$ cat src/hw/rtl/sert_pkg.sv
package sert_pkg;

   // field widths
   localparam int STICK_W     = 12;
   localparam int TRIM_W      = 8;
   localparam int SHAPED_W    = 12;
   localparam int TRIM_AMT_W  = 10;
   localparam int CSR_INDEX_W = 3;
   localparam int CSR_DATA_W  = 8;

   // pipeline depth, input register through output register
   localparam int STAGES = 12;

   // divide by 100 as multiply by reciprocal: exact for inputs below 2**DIV_IN_W
   localparam int DIV_IN_W   = 20;
   localparam int DIV_MUL_W  = 21;
   localparam int DIV_PROD_W = DIV_IN_W + DIV_MUL_W;
   localparam int DIV_OUT_W  = 14;
   localparam int DIV_SHIFT  = 27;
   localparam logic [DIV_MUL_W-1:0] DIV100_MUL = 21'd1342178;

   typedef enum logic [CSR_INDEX_W-1:0] {
      CSR_EXPO_POS = 3'd0,
      CSR_EXPO_NEG = 3'd1,
      CSR_RATE_POS = 3'd2,
      CSR_RATE_NEG = 3'd3,
      CSR_THR_EXPO = 3'd4,
      CSR_THR_TRIM = 3'd5
   } csr_index_type;

endpackage

$ cat src/hw/rtl/sert_if.sv
interface sert_req_if import sert_pkg::*; ();
   logic                     valid;
   logic                     ready;
   logic signed [STICK_W-1:0] stick_sample;
   logic signed [TRIM_W-1:0]  trim_value;

   modport source (output valid, stick_sample, trim_value, input ready);
   modport sink   (input valid, stick_sample, trim_value, output ready);
endinterface

interface sert_rsp_if import sert_pkg::*; ();
   logic                         valid;
   logic                         ready;
   logic signed [SHAPED_W-1:0]   shaped_value;
   logic signed [TRIM_AMT_W-1:0] trim_amount;

   modport source (output valid, shaped_value, trim_amount, input ready);
   modport sink   (input valid, shaped_value, trim_amount, output ready);
endinterface

$ cat src/hw/rtl/stick_expo_rate_trim_core.sv
// Stick expo, dual rate and trim shaping for one stick on a -1024..1024 scale. One word is
// taken per clock unless the request side is held; each of the 12 pipeline stages holds its
// own valid bit, so a stall on the result side fills empty stages first and only then holds
// the request side. Configuration registers are read live by the pipeline, so write them
// only while no word is in flight. Register map: 0 expo positive side, 1 expo negative side,
// 2 rate positive side, 3 rate negative side, 4 throttle expo enable, 5 throttle trim.
module stick_expo_rate_trim_core import sert_pkg::*; (
   input  logic                   clock,
   input  logic                   reset,
   sert_req_if.sink               req_chan,
   sert_rsp_if.source             rsp_chan,
   input  logic                   csr_wr_en,
   input  logic [CSR_INDEX_W-1:0] csr_index,
   input  logic [CSR_DATA_W-1:0]  csr_data
);

   typedef struct packed {
      logic               kneg;
      logic               kzero;
      logic               neg;
      logic signed [11:0] x;
      logic signed [7:0]  w;
      logic signed [7:0]  trim;
   } side_type;

   // configuration
   logic signed [7:0] expo_pos_ff, expo_neg_ff, rate_pos_ff, rate_neg_ff;
   logic              thr_expo_ff, thr_trim_ff;

   always_ff @(posedge clock) begin
      if (reset) begin
         expo_pos_ff <= '0;
         expo_neg_ff <= '0;
         rate_pos_ff <= '0;
         rate_neg_ff <= '0;
         thr_expo_ff <= 1'b0;
         thr_trim_ff <= 1'b0;
      end else if (csr_wr_en) begin
         unique case (csr_index_type'(csr_index))
            CSR_EXPO_POS: expo_pos_ff <= csr_data;
            CSR_EXPO_NEG: expo_neg_ff <= csr_data;
            CSR_RATE_POS: rate_pos_ff <= csr_data;
            CSR_RATE_NEG: rate_neg_ff <= csr_data;
            CSR_THR_EXPO: thr_expo_ff <= csr_data[0];
            CSR_THR_TRIM: thr_trim_ff <= csr_data[0];
            default: ;
         endcase
      end
   end

   // flow control: a stage advances when it is empty or the next one advances
   logic [STAGES-1:0] valid_ff, valid_in, adv;

   always_comb begin
      adv[STAGES-1] = !valid_ff[STAGES-1] || rsp_chan.ready;
      for (int i = STAGES - 2; i >= 0; i--) begin
         adv[i] = !valid_ff[i] || adv[i+1];
      end
   end

   always_comb begin
      valid_in[0] = adv[0] ? req_chan.valid : valid_ff[0];
      for (int i = 1; i < STAGES; i++) begin
         valid_in[i] = adv[i] ? valid_ff[i-1] : valid_ff[i];
      end
   end

   always_ff @(posedge clock) begin
      if (reset) begin
         valid_ff <= '0;
      end else begin
         valid_ff <= valid_in;
      end
   end

   assign req_chan.ready = adv[0];

   // stage 0: capture
   logic signed [STICK_W-1:0] r0_sample_ff;
   logic signed [TRIM_W-1:0]  r0_trim_ff;

   always_ff @(posedge clock) begin
      if (adv[0]) begin
         r0_sample_ff <= req_chan.stick_sample;
         r0_trim_ff   <= req_chan.trim_value;
      end
   end

   // stage 1: clamp, side select, fold the magnitude for a mirrored curve
   logic signed [11:0] s_clamp;
   logic signed [12:0] thr_sum;
   logic signed [11:0] x_sel, x_negd;
   logic               pos_side;
   logic signed [7:0]  k_raw, k_clamp, k_negd;
   logic [6:0]         k_mag;
   logic [10:0]        x_abs, ap_in;
   side_type           side_in;

   always_comb begin
      if (r0_sample_ff > 12'sd1024) begin
         s_clamp = 12'sd1024;
      end else if (r0_sample_ff < -12'sd1024) begin
         s_clamp = -12'sd1024;
      end else begin
         s_clamp = r0_sample_ff;
      end
      thr_sum  = {s_clamp[11], s_clamp} + 13'sd1024;
      x_sel    = thr_expo_ff ? $signed(thr_sum[12:1]) : s_clamp;
      pos_side = thr_expo_ff || (s_clamp > 12'sd0);
      k_raw    = pos_side ? expo_pos_ff : expo_neg_ff;
      if (k_raw > 8'sd100) begin
         k_clamp = 8'sd100;
      end else if (k_raw < -8'sd100) begin
         k_clamp = -8'sd100;
      end else begin
         k_clamp = k_raw;
      end
      k_negd = -k_clamp;
      k_mag  = k_clamp[7] ? k_negd[6:0] : k_clamp[6:0];
      x_negd = -x_sel;
      x_abs  = x_sel[11] ? x_negd[10:0] : x_sel[10:0];
      ap_in  = k_clamp[7] ? (11'd1024 - x_abs) : x_abs;

      side_in.kneg  = k_clamp[7];
      side_in.kzero = (k_clamp == 8'sd0);
      side_in.neg   = x_sel[11];
      side_in.x     = x_sel;
      side_in.w     = pos_side ? rate_pos_ff : rate_neg_ff;
      side_in.trim  = r0_trim_ff;
   end

   side_type    side_ff [1:9];
   logic [10:0] r1_ap_ff, r2_ap_ff;
   logic [6:0]  r1_kk_ff, r2_kk_ff, r3_kk_ff;

   always_ff @(posedge clock) begin
      if (adv[1]) begin
         side_ff[1] <= side_in;
         r1_ap_ff   <= ap_in;
         r1_kk_ff   <= k_mag;
      end
      for (int i = 2; i <= 9; i++) begin
         if (adv[i]) begin
            side_ff[i] <= side_ff[i-1];
         end
      end
   end

   // stage 2: square and linear term
   logic [21:0] sq_prod;
   logic [17:0] lin_prod;
   logic [20:0] r2_sq_ff;
   logic [16:0] r2_lin_ff, r3_lin_ff;

   assign sq_prod  = {11'b0, r1_ap_ff} * {11'b0, r1_ap_ff};
   assign lin_prod = {11'b0, 7'd100 - r1_kk_ff} * {7'b0, r1_ap_ff};

   always_ff @(posedge clock) begin
      if (adv[2]) begin
         r2_sq_ff  <= sq_prod[20:0];
         r2_lin_ff <= lin_prod[16:0];
         r2_ap_ff  <= r1_ap_ff;
         r2_kk_ff  <= r1_kk_ff;
      end
   end

   // stage 3: cube, scaled down by 65536
   logic [31:0] cube_prod;
   logic [14:0] r3_cq_ff;

   assign cube_prod = {11'b0, r2_sq_ff} * {21'b0, r2_ap_ff};

   always_ff @(posedge clock) begin
      if (adv[3]) begin
         r3_cq_ff  <= cube_prod[30:16];
         r3_lin_ff <= r2_lin_ff;
         r3_kk_ff  <= r2_kk_ff;
      end
   end

   // stage 4: weight the cube, add linear term and rounding
   logic [21:0] cqk_prod;
   logic [17:0] t_in;
   logic [17:0] r4_t_ff;

   assign cqk_prod = {7'b0, r3_cq_ff} * {15'b0, r3_kk_ff};
   assign t_in     = {1'b0, cqk_prod[20:4]} + {1'b0, r3_lin_ff} + 18'd50;

   always_ff @(posedge clock) begin
      if (adv[4]) begin
         r4_t_ff <= t_in;
      end
   end

   // stage 5: curve value = t / 100
   logic [DIV_OUT_W-1:0] curve_q;

   sert_div100 u_curve_div (
      .clock    (clock),
      .advance  (adv[5]),
      .dividend ({2'b0, r4_t_ff}),
      .quotient (curve_q)
   );

   // stage 6: unfold the curve, restore sign, throttle doubling, rate factor
   logic [10:0]        curve_m;
   logic signed [11:0] y12;
   logic signed [12:0] y_in, r6_y_ff;
   logic signed [8:0]  wp_in, r6_wp_ff;

   always_comb begin
      curve_m = side_ff[5].kneg ? (11'd1024 - curve_q[10:0]) : curve_q[10:0];
      if (side_ff[5].kzero) begin
         y12 = side_ff[5].x;
      end else if (side_ff[5].neg) begin
         y12 = -$signed({1'b0, curve_m});
      end else begin
         y12 = $signed({1'b0, curve_m});
      end
      y_in  = thr_expo_ff ? {y12, 1'b0} : {y12[11], y12};
      wp_in = {side_ff[5].w[7], side_ff[5].w} + 9'sd100;
   end

   always_ff @(posedge clock) begin
      if (adv[6]) begin
         r6_y_ff  <= y_in;
         r6_wp_ff <= wp_in;
      end
   end

   // stage 7: apply rate weight
   logic signed [21:0] rate_prod, r7_prod_ff;

   assign rate_prod = r6_y_ff * r6_wp_ff;

   always_ff @(posedge clock) begin
      if (adv[7]) begin
         r7_prod_ff <= rate_prod;
      end
   end

   // stage 8: divide the magnitude by 100, truncating toward zero
   logic signed [21:0]   prod_negd;
   logic [19:0]          prod_mag;
   logic [DIV_OUT_W-1:0] rate_q;
   logic                 r8_sign_ff;

   assign prod_negd = -r7_prod_ff;
   assign prod_mag  = r7_prod_ff[21] ? prod_negd[19:0] : r7_prod_ff[19:0];

   sert_div100 u_rate_div (
      .clock    (clock),
      .advance  (adv[8]),
      .dividend (prod_mag),
      .quotient (rate_q)
   );

   always_ff @(posedge clock) begin
      if (adv[8]) begin
         r8_sign_ff <= r7_prod_ff[21];
      end
   end

   // stage 9: signed shaped value before saturation
   logic signed [14:0] q_signed, v_in, r9_v_ff;

   always_comb begin
      q_signed = r8_sign_ff ? -$signed({1'b0, rate_q}) : $signed({1'b0, rate_q});
      v_in     = thr_expo_ff ? (q_signed - 15'sd1024) : q_signed;
   end

   always_ff @(posedge clock) begin
      if (adv[9]) begin
         r9_v_ff <= v_in;
      end
   end

   // stage 10: throttle trim product, saturate the shaped value
   logic signed [15:0]         span;
   logic signed [9:0]          trim_ofs;
   logic signed [23:0]         tp_in, r10_tp_ff;
   logic signed [SHAPED_W-1:0] shaped_in, r10_shaped_ff;
   logic signed [7:0]          r10_trim_ff;

   always_comb begin
      span     = 16'sd1024 - {r9_v_ff[14], r9_v_ff};
      trim_ofs = {{2{side_ff[9].trim[7]}}, side_ff[9].trim} + 10'sd125;
      tp_in    = span * trim_ofs;
      if (r9_v_ff > 15'sd1024) begin
         shaped_in = 12'sd1024;
      end else if (r9_v_ff < -15'sd1024) begin
         shaped_in = -12'sd1024;
      end else begin
         shaped_in = r9_v_ff[11:0];
      end
   end

   always_ff @(posedge clock) begin
      if (adv[10]) begin
         r10_tp_ff     <= tp_in;
         r10_shaped_ff <= shaped_in;
         r10_trim_ff   <= side_ff[9].trim;
      end
   end

   // stage 11: trim amount, output register
   logic signed [23:0]           tp_adj, tq, tr_full;
   logic signed [TRIM_AMT_W-1:0] trim_amt_in, r11_trim_ff;
   logic signed [SHAPED_W-1:0]   r11_shaped_ff;

   always_comb begin
      // round toward zero before the shift
      tp_adj = r10_tp_ff + (r10_tp_ff[23] ? 24'sd2047 : 24'sd0);
      tq     = tp_adj >>> 11;
      if (thr_trim_ff) begin
         tr_full = tq <<< 1;
      end else begin
         tr_full = {{15{r10_trim_ff[7]}}, r10_trim_ff, 1'b0};
      end
      if (tr_full > 24'sd500) begin
         trim_amt_in = 10'sd500;
      end else if (tr_full < -24'sd500) begin
         trim_amt_in = -10'sd500;
      end else begin
         trim_amt_in = tr_full[9:0];
      end
   end

   always_ff @(posedge clock) begin
      if (adv[11]) begin
         r11_shaped_ff <= r10_shaped_ff;
         r11_trim_ff   <= trim_amt_in;
      end
   end

   assign rsp_chan.valid        = valid_ff[STAGES-1];
   assign rsp_chan.shaped_value = r11_shaped_ff;
   assign rsp_chan.trim_amount  = r11_trim_ff;

endmodule

$ cat src/hw/rtl/sert_div100.sv
module sert_div100 import sert_pkg::*; (
   input  logic                 clock,
   input  logic                 advance,
   input  logic [DIV_IN_W-1:0]  dividend,
   output logic [DIV_OUT_W-1:0] quotient
);

   logic [DIV_PROD_W-1:0] prod;
   logic [DIV_OUT_W-1:0]  quotient_ff;
   logic [DIV_OUT_W-1:0]  quotient_in;

   assign prod        = {{DIV_MUL_W{1'b0}}, dividend} * {{DIV_IN_W{1'b0}}, DIV100_MUL};
   assign quotient_in = prod[DIV_SHIFT +: DIV_OUT_W];

   always_ff @(posedge clock) begin
      if (advance) begin
         quotient_ff <= quotient_in;
      end
   end

   assign quotient = quotient_ff;

endmodule

$ cat src/flat_wrapper.sv
// flat-port wrapper written by rule: the top's interface ports become plain ports
module stick_expo_rate_trim_core_flat import sert_pkg::*;
  (clock, reset, csr_wr_en, csr_index, csr_data, req_chan_valid, req_chan_stick_sample, req_chan_trim_value, req_chan_ready, rsp_chan_valid, rsp_chan_shaped_value, rsp_chan_trim_amount, rsp_chan_ready);
  sert_req_if req_chan_i ();
  sert_rsp_if rsp_chan_i ();
  input  logic clock;
  input  logic reset;
  input  logic csr_wr_en;
  input  logic [CSR_INDEX_W-1:0] csr_index;
  input  logic [CSR_DATA_W-1:0] csr_data;
  input wire logic [$bits(req_chan_i.valid)-1:0] req_chan_valid;
  input wire logic [$bits(req_chan_i.stick_sample)-1:0] req_chan_stick_sample;
  input wire logic [$bits(req_chan_i.trim_value)-1:0] req_chan_trim_value;
  output wire logic [$bits(req_chan_i.ready)-1:0] req_chan_ready;
  output wire logic [$bits(rsp_chan_i.valid)-1:0] rsp_chan_valid;
  output wire logic [$bits(rsp_chan_i.shaped_value)-1:0] rsp_chan_shaped_value;
  output wire logic [$bits(rsp_chan_i.trim_amount)-1:0] rsp_chan_trim_amount;
  input wire logic [$bits(rsp_chan_i.ready)-1:0] rsp_chan_ready;
  assign req_chan_i.valid = req_chan_valid;
  assign req_chan_i.stick_sample = req_chan_stick_sample;
  assign req_chan_i.trim_value = req_chan_trim_value;
  assign req_chan_ready = req_chan_i.ready;
  assign rsp_chan_valid = rsp_chan_i.valid;
  assign rsp_chan_shaped_value = rsp_chan_i.shaped_value;
  assign rsp_chan_trim_amount = rsp_chan_i.trim_amount;
  assign rsp_chan_i.ready = rsp_chan_ready;
  stick_expo_rate_trim_core u_core (.clock(clock), .reset(reset), .req_chan(req_chan_i), .rsp_chan(rsp_chan_i), .csr_wr_en(csr_wr_en), .csr_index(csr_index), .csr_data(csr_data));
endmodule
$ cat config.mk
export PLATFORM = sky130hd
export DESIGN_NAME = stick_expo_rate_trim_core_flat
export DESIGN_NICKNAME = d
export VERILOG_FILES = /design/src/hw/rtl/sert_pkg.sv /design/src/hw/rtl/sert_if.sv /design/src/hw/rtl/stick_expo_rate_trim_core.sv /design/src/hw/rtl/sert_div100.sv /design/src/flat_wrapper.sv
export SDC_FILE = /design/constraint.sdc
export NUM_CORES = 2
export LEC_CHECK = 0
export ABC_AREA = 1
export BUFFER_PORTS_ARGS = -buffer_cell sky130_fd_sc_hd__buf_4
export CORE_MARGIN = 10
export CORE_UTILIZATION = 60
export CTS_CLUSTER_DIAMETER = 40
export DETAILED_ROUTE_END_ITERATION = 12
export PLACE_DENSITY_LB_ADDON = 0.25
export SYNTH_ARGS = -nofsm -noshare
export SYNTH_HDL_FRONTEND = slang
export SYNTH_HIERARCHICAL = 1
export SYNTH_SLANG_ARGS = --single-unit
$ cat constraint.sdc
create_clock -name clock -period 43.9 [get_ports clock]
set_input_delay 13.17 -clock clock [delete_from_list [all_inputs] [get_ports clock]]
set_output_delay 13.17 -clock clock [all_outputs]
set_load 0.01 [all_outputs]
=== Yosys cells after proc, flatten, opt, wreduce, memory -nomap -nowiden ===
Memory sizes are Yosys's and may differ from the RTL's.
Index checks and enable logic that the tools add are counted.

* Flip-flop bits (word level): 348
* RAM bits: 279
* Input bits: 36
* Output and inout bits: 24
* Word-level logic and storage cells: 158
* Memories kept: 1

{| class="wikitable"
|+ Memory list
! name !! words !! bits a word !! read ports !! clocked after Yosys merged registers in !! wr ports !! line !! source
|-
| u_core.side_ff || 9 || 31 || 9 || 0 || 9 || stick_expo_rate_trim_core.sv:132 || <nowiki>side_type side_ff [1:9];</nowiki>
|}

* Add/sub/neg operators: 16
* Multipliers: 8
* Order comparisons: 9
* Eq/ne operators: 5
* Muxes and demuxes: 39
* Reductions and logical operators: 35

{| class="wikitable"
|+ Operators by type and width
! operator !! count
|-
| 2-to-1 mux 12 bit || 7
|-
| 2-to-1 mux 11 bit || 4
|-
| multiplier 20 x 20 -> 40 bit, second input constant || 1
|-
| multiplier 18 x 20 -> 37 bit, second input constant || 1
|-
| 2-to-1 mux 8 bit || 4
|-
| multiplier 21 x 11 -> 31 bit || 1
|-
| 2-to-1 mux 15 bit || 2
|-
| adder 24 bit || 1
|-
| greater-than comparator 24 x 10 -> 1 bit, second input constant || 1
|-
| less-than comparator 24 x 10 -> 1 bit, second input constant || 1
|-
| multiplier 16 x 9 -> 24 bit || 1
|-
| 2-to-1 mux 24 bit || 1
|-
| multiplier 13 x 9 -> 22 bit || 1
|-
| subtractor 11 bit, first input constant || 2
|-
| multiplier 11 x 11 -> 21 bit || 1
|-
| multiplier 15 x 7 -> 21 bit || 1
|-
| 2-to-1 mux 20 bit || 1
|-
| negation 20 bit || 1
|-
| adder 17 x 17 -> 18 bit || 1
|-
| adder 18 x 6 -> 18 bit, second input constant || 1
|-
| adder 8 x 8 -> 9 bit, second input constant || 2
|-
| 2-to-1 mux 1 bit || 18
|-
| multiplier 7 x 11 -> 17 bit || 1
|-
| subtractor 12 x 15 -> 16 bit, first input constant || 1
|-
| other kinds (25) || 56
|}

=== Longest topological paths before layout ===
* Depth after elaboration: 14
* Gate-level depth with buffers: 36
* Mapped depth without buffers: 35

=== Cells and area by module ===
Netlist, hierarchy kept.

{| class="wikitable"
|+ By module, submodules not included
! module !! instances !! cells each !! area each (sq um) !! seq. area each (sq um)
|-
| stick_expo_rate_trim_core || 1 || 4656 || 44258.7 || 14523.9
|-
| sert_div100 at u_core.u_rate_div || 1 || 1087 || 8946.1 || 420.4
|-
| sert_div100 at u_core.u_curve_div || 1 || 1008 || 8742.1 || 420.4
|}

=== Worst setup path before layout ===
OpenSTA, ideal clock, no wires.

* Kind: input port to output port
* From: in rsp_chan_ready
* To: out req_chan_ready
* Arrival: 18821 ps
* Data required time: 30730 ps
* Setup slack: 11909 ps
* Stages: 20
* Buffers on the path: 0
* Cells stage by stage: nor2_1 -> inv_2 -> nor2_2 -> inv_2 -> nor2_2 -> inv_2 -> nor2_1 -> inv_2 -> nor2_1 -> inv_2 -> nor2_1 -> inv_2 -> nor2_1 -> inv_2 -> nor2_2 -> inv_2 -> nor2_4 -> nand2_2 -> nor2_2 -> nand2_1

* Longest elaborated chain between the ends: 12

{| class="wikitable"
|+ Ends and longest elaborated chain
! item !! line !! source
|-
| start: declaration || flat_wrapper.sv:18 || <nowiki>input wire logic [$bits(rsp_chan_i.ready)-1:0] rsp_chan_ready;</nowiki>
|-
| logical OR 1 bit || stick_expo_rate_trim_core.sv:55 || <nowiki>adv[STAGES-1] = !valid_ff[STAGES-1] || rsp_chan.ready;</nowiki>
|-
| net u_core.adv[11] || stick_expo_rate_trim_core.sv:52 || <nowiki>logic [STAGES-1:0] valid_ff, valid_in, adv;</nowiki>
|-
| logical OR 1 bit || stick_expo_rate_trim_core.sv:57 || <nowiki>adv[i] = !valid_ff[i] || adv[i+1];</nowiki>
|-
| net u_core.adv[10] || stick_expo_rate_trim_core.sv:52 ||
|-
| logical OR 1 bit || stick_expo_rate_trim_core.sv:57 ||
|-
| net u_core.adv[9] || stick_expo_rate_trim_core.sv:52 ||
|-
| logical OR 1 bit || stick_expo_rate_trim_core.sv:57 ||
|-
| net u_core.adv[8] || stick_expo_rate_trim_core.sv:52 ||
|-
| [... 1 more ...] || -- ||
|-
| net u_core.adv[7] || stick_expo_rate_trim_core.sv:52 ||
|-
| [... 1 more ...] || -- ||
|-
| net u_core.adv[6] || stick_expo_rate_trim_core.sv:52 ||
|-
| logical OR 1 bit || stick_expo_rate_trim_core.sv:57 ||
|-
| net u_core.adv[5] || stick_expo_rate_trim_core.sv:52 ||
|-
| logical OR 1 bit || stick_expo_rate_trim_core.sv:57 ||
|-
| net u_core.adv[4] || stick_expo_rate_trim_core.sv:52 ||
|-
| logical OR 1 bit (2 in a row) || stick_expo_rate_trim_core.sv:57 ||
|-
| net u_core.adv[2] || stick_expo_rate_trim_core.sv:52 ||
|-
| logical OR 1 bit (2 in a row) || stick_expo_rate_trim_core.sv:57 ||
|-
| end: declaration || flat_wrapper.sv:14 || <nowiki>output wire logic [$bits(req_chan_i.ready)-1:0] req_chan_ready;</nowiki>
|}

The timed path passes the listed nets, and every way through them passes these cells.

=== Worst setup path in the final report ===
Same ends and word-level chain as after synthesis.

==> metrics.md <==
| Metric | Value |
|---|---|
| CP Class | `in2out` |
| Hold_buf cts | `0` |
| Crit path capture type | `output pin` |
| Hpwl dp | `about 110000 um` |
| Achievable clock frequency | `0.0313 GHz` |
| Slowest cell on crit path | `inv_2` |
| TritonCTS clock tree | `built` |
| H-tree Lvls | `3` |
| Worst reg-to-reg setup slack | `around 36000 ps` |
| Post-CTS resize count | `0` |
| Vias in the first global route | `about 45000` |
| CP bufs+invs | `10` |
| DRT Wirelength | `roughly 130000 um` |
| Slew Viols, Final | `0` |
| # nets final | `8358` |
| I/O pin count | `60` |
| WL/cell | `16.2 um` |
| Detailed-route via count | `42300` |
| Hold Path Stages | `0` |
| Reg clk slew, reported paths | `approximately 60 ps` |
| Worst Path Max Fanout | `50` |
| CP cell instances | `buf_4 -> nor2_1 -> inv_2 -> nor2_2 -> inv_2 -> nor2_2 -> inv_2 -> nor2_1 -> inv_2 -> nor2_1 -> inv_2 -> nor2_1 -> inv_2 -> nor2_1 -> inv_2 -> nor2_2 -> inv_2 -> nor2_4 -> nand2_4 -> nor2_2 -> nand2_1 -> buf_4` |
| Multi-input logic area | `39100 um2` |
| Largest net degree at the start of global routing | `71` |
| YS warnings | `6` |
| Crit path required time | `30730 ps` |
| Arrival @ worst endpoint | `about 19000 ps` |
| # port buffers | `between 50 and 60` |
| # setup viols final | `0` |
| R2R Path Start | `u_core/r7_prod_ff[0]$_DFFE_PP_` |
| Syn-to-layout area delta | `7.27%` |
| Final hold vios | `0` |
| Proportion of layout cells with a drive suffix above 1 | `around 5.0%` |
| Diode count | `0` |
| CP max stage delay | `810 ps` |
| Clk_lat worst skew | `approximately 630 ps` |
| Iteration-0 DRC Markers | `2316` |
| Setup TNS | `0 ps` |
| Die Ht | `340 um` |
| Vias per inst | `approximately 5.2` |
| Slew headroom | `24.3%` |
| DRC viols | `0` |
| Worst slew pin tran | `around 1100 ps` |
| Post-Syn Area | `around 61000 um2` |
| RSZ-0062 raised after global routing | `no` |
| Sequential cell area | `15300 um2` |
| Most used cell, CP | `inv_2` |
| Hold EP | `u_core/side_ff[0][222]$_DFFE_PP_` |
| Total core area | `102000 um2` |
| Clk buf depth | `3` |
| Most common cell after layout, fill and taps aside | `inv_1` |
| First-pass GRT wire length | `221000 um` |
| Root Buffer | `clkbuf_16` |
| R2R Path End | `u_core/u_rate_div/quotient[13]$_DFFE_PP_` |
| Die area | `116000 um2` |
| Antenna violations before repair | `0` |
| WP depth | `22` |
| Max-Cap Viols | `0` |
| Cell family with most CP delay | `buffers and inverters` |
| Syn Area/Cell | `9.20 um2` |
| Most frequent cells in the layout | `1718 x inv_1, 1307 x nand2_1, 831 x fa_1, 770 x ha_1, 478 x edfxtp_1` |
| Tcrit/Tclk final | `72.8%` |
| Fin crit period | `31980 ps` |
| Worst R2R Path Depth | `26` |
| Worst hold path class | `reg2reg` |
| HP Start | `u_core/side_ff[0][191]$_DFFE_PP_` |
| Synthesized instance count | `6677` |
| Fin Clk Skew | `between 20 and 30 ps` |
| Iteration count of the initial detailed-routing pass | `7` |
| # fillers | `8256` |
| Total CTS buffers | `74` |
| Die Width | `340 um` |
| Final ANT Viol Nets | `0` |
| Sink Count | `between 500 and 600` |
| Status | `finished clean` |
| GP Congestion | `between 0.9 and 1` |
| Initial Utilization | `slightly above 60%` |
| CP Launch Type | `input port` |
| Core Rows | `117` |
| Post-CTS setup buffers | `0` |
| GRT Util Overall | `23.4%` |
| GRT Residual Overflow | `0` |
==> metrics by stage <==
step	worst slack, ps	area [um2]	instances	hold slack (ps)	util, %
final	11920	65900	8150	406	64.8
after detailed placement	11740	63300	8013	405	62.2
after global routing	11150	65900	8150	411	64.8
after global placement	11830	63300	8013	401	62.2
after CTS	11700	65900	8150	407	64.8
after floorplan	11940	61500	6693	400	-
==> state kept, by name, indices dropped and copies added, names as in the netlist, 17 cells and up <==
register           count
u_core/side_ff       180
u_core/r10_tp_ff      24
u_core/r7_prod_ff     21
u_core/r2_sq_ff       19
u_core/r4_t_ff        18
u_core/r2_lin_ff      17
u_core/r3_lin_ff      17
==> worst max-delay path by stage <==
stage	end	startpoint
6_report	req_chan_ready	rsp_chan_ready
5_1_grt	req_chan_ready	rsp_chan_ready
4_1_cts	req_chan_ready	rsp_chan_ready
3_5_place_dp	req_chan_ready	rsp_chan_ready
3_3_place_gp	req_chan_ready	rsp_chan_ready
2_1_floorplan	req_chan_ready	rsp_chan_ready
==> layout make-up <==
class	count	area share (%)
Inverter	1751	9.98
Clock inverter	54	1.02
Sequential cell	524	23.2
Timing Repair Buffer	82	0.934
Tap cell	1368	2.60
Clock buffer	83	2.92
Multi-Input combinational cell	4288	59.4
==> per-layer routing <==
metal	up-vias	track usage (%)	part of all wire, %
li1	20400	-	-
met1	20600	30.3	43
met2	1043	40.7	49
met3	235	3.17	5.1
met4	0	6.99	2.9
met5	-	0	0
Power is not shown: default switching activity piles up to over one toggle a cycle in this logic, so the estimate is an artifact.
